$ cat config.mk
export PLATFORM = sky130hd
export DESIGN_NAME = integer_matrix_multiply_unit
export DESIGN_NICKNAME = d
export VERILOG_FILES = /design/src/hdl/imm_pkg.sv /design/src/hdl/imm_mac.sv /design/src/hdl/integer_matrix_multiply_unit.sv
export VERILOG_INCLUDE_DIRS = /design/src /design/src/hdl
export SDC_FILE = /design/constraint.sdc
export NUM_CORES = 2
export LEC_CHECK = 0
export BUFFER_PORTS_ARGS = -buffer_cell sky130_fd_sc_hd__buf_4
export CORE_ASPECT_RATIO = 2
export CORE_MARGIN = 1
export CORE_UTILIZATION = 57
export DETAILED_ROUTE_END_ITERATION = 6
export GPL_ROUTABILITY_DRIVEN = 0
export HOLD_SLACK_MARGIN = 0.1
export PLACE_DENSITY = 0.76
export RECOVER_POWER = 50
export REMOVE_ABC_BUFFERS = 1
export SETUP_SLACK_MARGIN = 0.4
export SLEW_MARGIN = 5
export SYNTH_ARGS = -nofsm -noshare
export SYNTH_HDL_FRONTEND = slang
export SYNTH_HIERARCHICAL = 1
export SYNTH_SLANG_ARGS = --single-unit
$ cat constraint.sdc
create_clock -name aclk -period 6.2 [get_ports aclk]
set_clock_uncertainty 0.05 [all_clocks]
set_input_delay 0.62 -clock aclk [delete_from_list [all_inputs] [get_ports aclk]]
set_output_delay 0.62 -clock aclk [all_outputs]
set_load 0.005 [all_outputs]
$ cat src/hdl/integer_matrix_multiply_unit_defines.svh
// Assertion helpers used by the RTL of integer_matrix_multiply_unit.
`ifndef INTEGER_MATRIX_MULTIPLY_UNIT_DEFINES_SVH
`define INTEGER_MATRIX_MULTIPLY_UNIT_DEFINES_SVH

// Same-cycle implication, sampled on aclk, off during reset.
`define IMM_ASSERT_NOW(label, ante, cons) \
    label: assert property (@(posedge aclk) disable iff (!aresetn) (ante) |-> (cons)) \
        else $error("imm assertion failed");

// Next-cycle implication, sampled on aclk, off during reset.
`define IMM_ASSERT_NEXT(label, ante, cons) \
    label: assert property (@(posedge aclk) disable iff (!aresetn) (ante) |=> (cons)) \
        else $error("imm assertion failed");

`endif

$ cat src/hdl/imm_pkg.sv
package imm_pkg;

    localparam int MAX_DIM     = 8;
    localparam int DIM_LIMIT   = (MAX_DIM < 8) ? MAX_DIM : 8;
    localparam int STORE_DEPTH = MAX_DIM * MAX_DIM;
    localparam int ADDR_W      = $clog2(STORE_DEPTH);
    localparam int ADDR_CALC_W = 10;

    localparam int IDX_W  = 3;
    localparam int DIM_W  = 4;
    localparam int ELEM_W = 16;
    localparam int SUM_W  = 32;

    localparam logic [1:0] OP_WR_FIRST  = 2'd0;
    localparam logic [1:0] OP_WR_SECOND = 2'd1;
    localparam logic [1:0] OP_MULTIPLY  = 2'd2;

    localparam logic [1:0] REG_ROWS_FIRST  = 2'd0;
    localparam logic [1:0] REG_INNER_DIM   = 2'd1;
    localparam logic [1:0] REG_COLS_SECOND = 2'd2;

    typedef struct packed {
        logic             valid;
        logic             first;
        logic             last_k;
        logic [IDX_W-1:0] row;
        logic [IDX_W-1:0] col;
        logic             last;
    } imm_tag_t;

    typedef struct packed {
        logic             valid;
        logic [IDX_W-1:0] row;
        logic [IDX_W-1:0] col;
        logic [SUM_W-1:0] value;
        logic             last;
    } imm_result_t;

    function automatic logic [DIM_W-1:0] eff_dim(input logic [DIM_W-1:0] r);
        logic [DIM_W-1:0] v;
        v = r;
        if (r == '0) begin
            v = DIM_W'(1);
        end else if (r > DIM_W'(DIM_LIMIT)) begin
            v = DIM_W'(DIM_LIMIT);
        end
        return v;
    endfunction

    function automatic logic [IDX_W-1:0] last_idx(input logic [DIM_W-1:0] r);
        logic [DIM_W-1:0] t;
        t = eff_dim(r) - DIM_W'(1);
        return t[IDX_W-1:0];
    endfunction

    function automatic logic [ADDR_W-1:0] elem_addr(input logic [IDX_W-1:0] row,
                                                    input logic [IDX_W-1:0] col);
        logic [ADDR_CALC_W-1:0] a;
        a = ADDR_CALC_W'(row) * ADDR_CALC_W'(MAX_DIM) + ADDR_CALC_W'(col);
        return a[ADDR_W-1:0];
    endfunction

endpackage

$ cat src/hdl/imm_mac.sv
module imm_mac import imm_pkg::*; (
    input  logic                     aclk,
    input  logic                     aresetn,
    input  logic                     adv,
    input  imm_tag_t                 tag_in,
    input  logic signed [ELEM_W-1:0] a_data,
    input  logic signed [ELEM_W-1:0] b_data,
    output imm_result_t              res
);

    imm_tag_t          tag_reg;
    logic [SUM_W-1:0]  prod_reg;
    logic [SUM_W-1:0]  acc_reg;
    logic [SUM_W-1:0]  acc_next;
    logic signed [SUM_W-1:0] prod;

    assign prod = a_data * b_data;

    always_ff @(posedge aclk) begin
        if (!aresetn) begin
            tag_reg.valid <= 1'b0;
        end else if (adv) begin
            tag_reg <= tag_in;
        end
    end

    always_ff @(posedge aclk) begin
        if (adv) begin
            prod_reg <= prod;
            if (tag_reg.valid) begin
                acc_reg <= acc_next;
            end
        end
    end

    assign acc_next = tag_reg.first ? prod_reg : acc_reg + prod_reg;

    always_comb begin
        res.valid = tag_reg.valid && tag_reg.last_k;
        res.row   = tag_reg.row;
        res.col   = tag_reg.col;
        res.value = acc_next;
        res.last  = tag_reg.last;
    end

endmodule

$ cat src/hdl/integer_matrix_multiply_unit.sv
// Integer matrix multiplier. Words on the s_ side write one signed 16-bit element of
// matrix A or B (one per cycle, sustained while no multiply runs) or start a multiply.
// A multiply walks rows x cols x inner products through a single multiply-accumulate
// unit, one product per cycle while the output is not stalled: s_tready stays low for
// the whole walk, and after the walk ends the last word still passes through the
// product and output registers. The walk reads one entry of each store per cycle,
// which sets that rate. Results leave row-major with m_tlast on the final one; a
// stall on m_tready while a word is waiting freezes the whole walk. Sums wrap at 32
// bits. Sizes are clamped to 1..8, writes outside them are dropped. The stores are
// not cleared: read only entries already written.
`include "integer_matrix_multiply_unit_defines.svh"

module integer_matrix_multiply_unit import imm_pkg::*; (
    input  logic        aclk,
    input  logic        aresetn,

    input  logic        cfg_wr_en,
    input  logic [1:0]  cfg_index,
    input  logic [3:0]  cfg_wdata,

    input  logic        s_tvalid,
    output logic        s_tready,
    input  logic [23:0] s_tdata,   // row_index[2:0], col_index[5:3], element_value[21:6]
    input  logic [1:0]  s_tuser,   // operation[1:0]

    output logic        m_tvalid,
    input  logic        m_tready,
    output logic [39:0] m_tdata,   // out_row[2:0], out_col[5:3], product_value[37:6]
    output logic        m_tlast
);

    logic [DIM_W-1:0] rows_first_reg, inner_dim_reg, cols_second_reg;
    logic [IDX_W-1:0] nr_m1, nk_m1, nc_m1;
    logic [DIM_W-1:0] nr, nk, nc;

    logic [1:0]        in_op;
    logic [IDX_W-1:0]  in_row, in_col;
    logic [ELEM_W-1:0] in_val;
    logic              in_accept;
    logic              wr_a, wr_b, start;

    logic              busy_reg, busy_next;
    logic [IDX_W-1:0]  i_reg, j_reg, k_reg, i_next, j_next, k_next;
    logic              adv, issue, k_end, j_end, i_end;

    logic [ELEM_W-1:0] first_mem  [STORE_DEPTH];
    logic [ELEM_W-1:0] second_mem [STORE_DEPTH];
    logic signed [ELEM_W-1:0] a_rd_reg, b_rd_reg;
    logic [ADDR_W-1:0] wr_addr, rd_addr_a, rd_addr_b;

    imm_tag_t    s1_tag_reg;
    imm_result_t res;

    logic              m_tvalid_reg, m_tlast_reg;
    logic [IDX_W-1:0]  out_row_reg, out_col_reg;
    logic [SUM_W-1:0]  out_val_reg;

    // configuration
    always_ff @(posedge aclk) begin
        if (!aresetn) begin
            rows_first_reg  <= DIM_W'(8);
            inner_dim_reg   <= DIM_W'(8);
            cols_second_reg <= DIM_W'(8);
        end else if (cfg_wr_en) begin
            case (cfg_index)
                REG_ROWS_FIRST:  rows_first_reg  <= cfg_wdata;
                REG_INNER_DIM:   inner_dim_reg   <= cfg_wdata;
                REG_COLS_SECOND: cols_second_reg <= cfg_wdata;
                default: ;
            endcase
        end
    end

    assign nr    = eff_dim(rows_first_reg);
    assign nk    = eff_dim(inner_dim_reg);
    assign nc    = eff_dim(cols_second_reg);
    assign nr_m1 = last_idx(rows_first_reg);
    assign nk_m1 = last_idx(inner_dim_reg);
    assign nc_m1 = last_idx(cols_second_reg);

    // input word
    assign in_op     = s_tuser;
    assign in_row    = s_tdata[2:0];
    assign in_col    = s_tdata[5:3];
    assign in_val    = s_tdata[21:6];
    assign s_tready  = !busy_reg;
    assign in_accept = s_tvalid && s_tready;

    always_comb begin
        wr_a  = 1'b0;
        wr_b  = 1'b0;
        start = 1'b0;
        if (in_accept) begin
            case (in_op)
                OP_WR_FIRST:  wr_a  = ({1'b0, in_row} < nr) && ({1'b0, in_col} < nk);
                OP_WR_SECOND: wr_b  = ({1'b0, in_row} < nk) && ({1'b0, in_col} < nc);
                OP_MULTIPLY:  start = 1'b1;
                default: ;
            endcase
        end
    end

    // walk sequencer
    assign adv   = !m_tvalid_reg || m_tready;
    assign issue = busy_reg && adv;
    assign k_end = (k_reg == nk_m1);
    assign j_end = (j_reg == nc_m1);
    assign i_end = (i_reg == nr_m1);

    always_comb begin
        busy_next = busy_reg;
        i_next    = i_reg;
        j_next    = j_reg;
        k_next    = k_reg;
        if (start) begin
            busy_next = 1'b1;
            i_next    = '0;
            j_next    = '0;
            k_next    = '0;
        end else if (issue) begin
            k_next = k_end ? '0 : k_reg + IDX_W'(1);
            if (k_end) begin
                j_next = j_end ? '0 : j_reg + IDX_W'(1);
                if (j_end) begin
                    i_next = i_reg + IDX_W'(1);
                    if (i_end) begin
                        busy_next = 1'b0;
                    end
                end
            end
        end
    end

    always_ff @(posedge aclk) begin
        if (!aresetn) begin
            busy_reg <= 1'b0;
        end else begin
            busy_reg <= busy_next;
        end
    end

    always_ff @(posedge aclk) begin
        i_reg <= i_next;
        j_reg <= j_next;
        k_reg <= k_next;
    end

    // element stores
    assign wr_addr   = elem_addr(in_row, in_col);
    assign rd_addr_a = elem_addr(i_reg, k_reg);
    assign rd_addr_b = elem_addr(k_reg, j_reg);

    always_ff @(posedge aclk) begin
        if (wr_a) begin
            first_mem[wr_addr] <= in_val;
        end
        if (issue) begin
            a_rd_reg <= first_mem[rd_addr_a];
        end
    end

    always_ff @(posedge aclk) begin
        if (wr_b) begin
            second_mem[wr_addr] <= in_val;
        end
        if (issue) begin
            b_rd_reg <= second_mem[rd_addr_b];
        end
    end

    always_ff @(posedge aclk) begin
        if (!aresetn) begin
            s1_tag_reg.valid <= 1'b0;
        end else if (adv) begin
            s1_tag_reg.valid  <= issue;
            s1_tag_reg.first  <= (k_reg == '0);
            s1_tag_reg.last_k <= k_end;
            s1_tag_reg.row    <= i_reg;
            s1_tag_reg.col    <= j_reg;
            s1_tag_reg.last   <= k_end && j_end && i_end;
        end
    end

    imm_mac u_mac (
        .aclk    (aclk),
        .aresetn (aresetn),
        .adv     (adv),
        .tag_in  (s1_tag_reg),
        .a_data  (a_rd_reg),
        .b_data  (b_rd_reg),
        .res     (res)
    );

    // output register
    always_ff @(posedge aclk) begin
        if (!aresetn) begin
            m_tvalid_reg <= 1'b0;
        end else if (adv) begin
            m_tvalid_reg <= res.valid;
        end
    end

    always_ff @(posedge aclk) begin
        if (adv && res.valid) begin
            out_row_reg <= res.row;
            out_col_reg <= res.col;
            out_val_reg <= res.value;
            m_tlast_reg <= res.last;
        end
    end

    assign m_tvalid = m_tvalid_reg;
    assign m_tlast  = m_tlast_reg;
    assign m_tdata  = {2'b00, out_val_reg, out_col_reg, out_row_reg};

    `IMM_ASSERT_NEXT(a_walk_ends, issue && k_end && j_end && i_end, !busy_reg)
    `IMM_ASSERT_NOW(a_no_write_in_walk, wr_a || wr_b, !issue && !busy_reg)
    `IMM_ASSERT_NOW(a_last_is_corner, m_tvalid && m_tlast,
                    out_row_reg == nr_m1 && out_col_reg == nc_m1)
    `IMM_ASSERT_NOW(a_result_has_room, res.valid && !adv, m_tvalid_reg && !m_tready)

endmodule

==> impl_results.md <==
* Status: finished with violations
* Failing checks: max-capacitance violations, max-slew violations
* Critical Path Start Type: flop
* Synth warn at 6
* Cell variety after synth at approximately 80
* Ys flop type: edfxtp_1
* Tot GR Track Use at 29.6%
* Crit Path Class: reg2reg
* Synth top area cells: edfxtp_1, mux4_2, fa_1
* Leakage power at ~36 nW
* Vias in the first global route at between 50k and 60k
* Final hold vios at 0
* Initial antenna violation count at 13
* Max-slew headroom at the worst pin at -260%
* Net Sw Frac at about a third
* Drt first pass iters at 6
* PD cells at approximately 480 mW/mm²
* Dpl ws at -284 ps
* Required time of the critical path at ~6800 ps
* Starting Density at a little under three fifths
* Num CTS Buffers at 185
* Tmin final at roughly 6100 ps
* Num rows at between 200 and 250
* Top flop regs: first_mem (1024), second_mem (1024)
* Worst Tran Pin Value at between 5000 and 6000 ps
* Core ar. at around 0.17 mm²
* Share of post-route cells with drive strength above 1 at around a quarter
* Port Buf Inserts at 75
* Placed Area at slightly above 0.1 mm²
* R2R depth at 21
* H-tree depth at 4
* Pwr Total at roughly 52 mW
* Post-DR vias/cell at 6.48
* Layout Area Growth over Synthesis at 12.0%
* Setup crit end kind: flop
* # setup viols final at 0
* Routed wire length per instance at 31.6 µm
* Final count of pins violating max slew at between 2k and 2.5k
* Period utilization at a little over nine tenths
* Clk pwr share at 22.6%
* Sink Count at 2226
* CTS tree: done
* Total die area at 0.171 mm²
* Gate Count Post-Synth at 5215
* Clock Latency Late Sink at between 800 and 900 ps
* Fillers at ~11k
* Sequential share of the synthesized area at 68.9%
* Detail Placement HPWL at roughly 160000 µm
* Worst-case clock buffer depth at 4
* Worst-path clk slew at roughly 70 ps
* RSZ-0062 raised after global routing: true
* Layout Utilization at between 60% and 70%
* NetSw at about 18 mW
* FFs w/ async S/R, synth at 0%
* WL final at ~250000 µm
* Reg power frac at 34.3%
* Maxcap violations at 37
* Internal at 34.1 mW
* Global-route wire length before repair at 360000 µm
* Nets@finish at 5948
* Final ANT Viol Nets at 0
* Post-synthesis sequential element count at around 2.2k
* DRC viols at 0
* Worst Hold Class: in2reg
* Crit-path max FO at 5
* Min-Delay Path Depth at 4
* Largest net degree at the start of global routing at 105
* Number of enable flip-flop cells after synthesis at between 2k and 2.5k
* Drt initial violations at about 5.2k
* Clk root buf: clkbuf_16
* Worst vdd ir at 0.738 mV
* Vias at 51.3k
* Mapped cell area at ~0.097 mm²
* IO Pins at 80
* Post-synth top area cell: edfxtp_1
* Fraction of synthesized cell area taken by the top area cell type at between 60% and 70%
* Syn_area_per_cell at between 15 and 20 µm²
* Peak Freq at roughly 160 MHz
* Combinational Power Share at between 40% and 50%
* Die Wd at a little under 300 µm
* Gr ovfl total at 0
* Worst EP arrival at about 6600 ps
* Die H at around 600 µm
* Placed Cells at between 7k and 8k
* Non-Filler Instances at a little under 8k
* Design area at 0.108 mm²
* PnR worst setup slack at ~120 ps
==> worst max-delay path, cell delays in order, from the launching register on <==
cell and delay, ps:
edfxtp_1 480, buf_6 190, buf_6 120, and2_4 150, fa_1 500, inv_2 50
fa_2 540, fa_2 440, inv_1 100, ha_4 200, fa_1 500, fa_1 460
ha_4 310, buf_4 130, nand2_1 170, nor3_4 270, a31oi_4 140, a21oi_4 260
a31o_4 200, nand4_1 170, and2b_2 280, xnor2_2 130
==> cell families (layout without fill, tap and decap cells) <==
family                   after synthesis  in the layout  synth area share (%)
AO/OA/AOI/OAI                        539            539                  3.91
other                                  1              5               0.00388
adder cells (fa/ha/maj)              391            391                  7.10
AND/OR/NAND/NOR                      790            790                  4.14
flip-flops                          2226           2226                  68.9
XOR/XNOR                              74             74                 0.671
multiplexers                         578            578                  12.4
buffers and inverters                616           1064                  2.90
==> metal layers <==
metal / vias to the layer above / GRT usage, % / part of all wire [%]
li1: 21100 / - / -
met5: - / 0 / 0.025
met2: 2606 / 52.9 / 53
met1: 26800 / 30.6 / 30
met4: 10 / 24.4 / 10
met3: 840 / 4.27 / 6.7
==> cells in the final DEF (no fill, tap or decap), types with 41 or more instances in the layout <==
cell type,count
o21ai_0,63
xnor2_1,45
edfxtp_1,2201
inv_1,342
a221oi_1,44
nand2_1,222
clkbuf_1,65
fa_1,257
clkbuf_4,41
buf_4,256
clkinv_1,42
mux4_2,462
nor3_2,51
ha_1,117
clkbuf_16,187
mux2i_1,68
nor4_2,45
o221ai_1,43
a21oi_1,85
nor2_1,86
o22ai_1,74
and2_1,120
==> synthesized netlist by cell type, types with 13 or more instances <==
master,n
nor3_1,118
a211oi_1,19
and2_1,131
buf_2,77
a22oi_1,33
o221ai_1,43
dfxtp_1,25
a221oi_1,45
clkbuf_1,101
buf_4,45
nor2_1,89
inv_1,353
edfxtp_1,2201
xor2_1,28
a21oi_1,99
o22ai_1,76
mux4_1,22
nand3_1,37
nor4_1,62
mux2i_1,68
buf_6,16
nand2_1,224
ha_1,128
o21ai_0,66
nand2b_1,31
xnor2_1,46
mux4_2,462
nor2b_1,42
a22o_1,36
fa_1,263
mux2_2,26
buf_1,13
a21o_1,32
==> timing repair <==
action | 4_1_cts | 5_1_grt
setup buffers | 12 | 5
hold endpoints to repair | 15 | 0
resized for setup | 52 | 54
endpoints found under the setup margin | 17 | 17
cloned | 1 | 0
hold buffers | 6 | 0
pin swaps | 36 | 30
==> stage by stage <==
step / setup TNS [ps] / hold WS, ps
global route: -19.5 / 232
detailed placement: -1950 / 358
global placement: -1540 / 352
CTS: 0 / 112
finish: 0 / 215
floorplan: -325920 / 350
==> layout make-up <==
class | count | area (µm²) | area share [%]
antenna | 3 | 7.51 | 0.00693
clock inverter | 112 | 1070 | 0.987
timing repair buffer | 378 | 3010 | 2.78
clock buffer | 219 | 4840 | 4.47
multi-input combinational | 2374 | 28600 | 26.4
inverter | 355 | 1330 | 1.23
sequential | 2226 | 66600 | 61.5
tap | 2257 | 2820 | 2.61
==> power groups by stage <==
stage               Clock (mW)  Sequential [mW]  Combinational, mW
global placement             0             18.0               18.6
detailed placement           0             18.1               19.2
floorplan                    0             18.3               13.0
finish                    11.7             17.8               22.3
global route              12.3             17.8               24.3
CTS                       11.8             17.7               20.5
==> final timing paths <==
check / startpoint / end / slack, ps
worst max-delay path: b_rd_reg[6] / u_mac/prod_reg[22] / 120
worst min-delay path: cfg_index[1] / rows_first_reg[3] / 210
worst max register to register: b_rd_reg[6] / u_mac/prod_reg[22] / 120
worst min register to register: s1_tag_reg[7] / u_mac/tag_reg[7] / 370
Power figures use the tool's default switching activity.
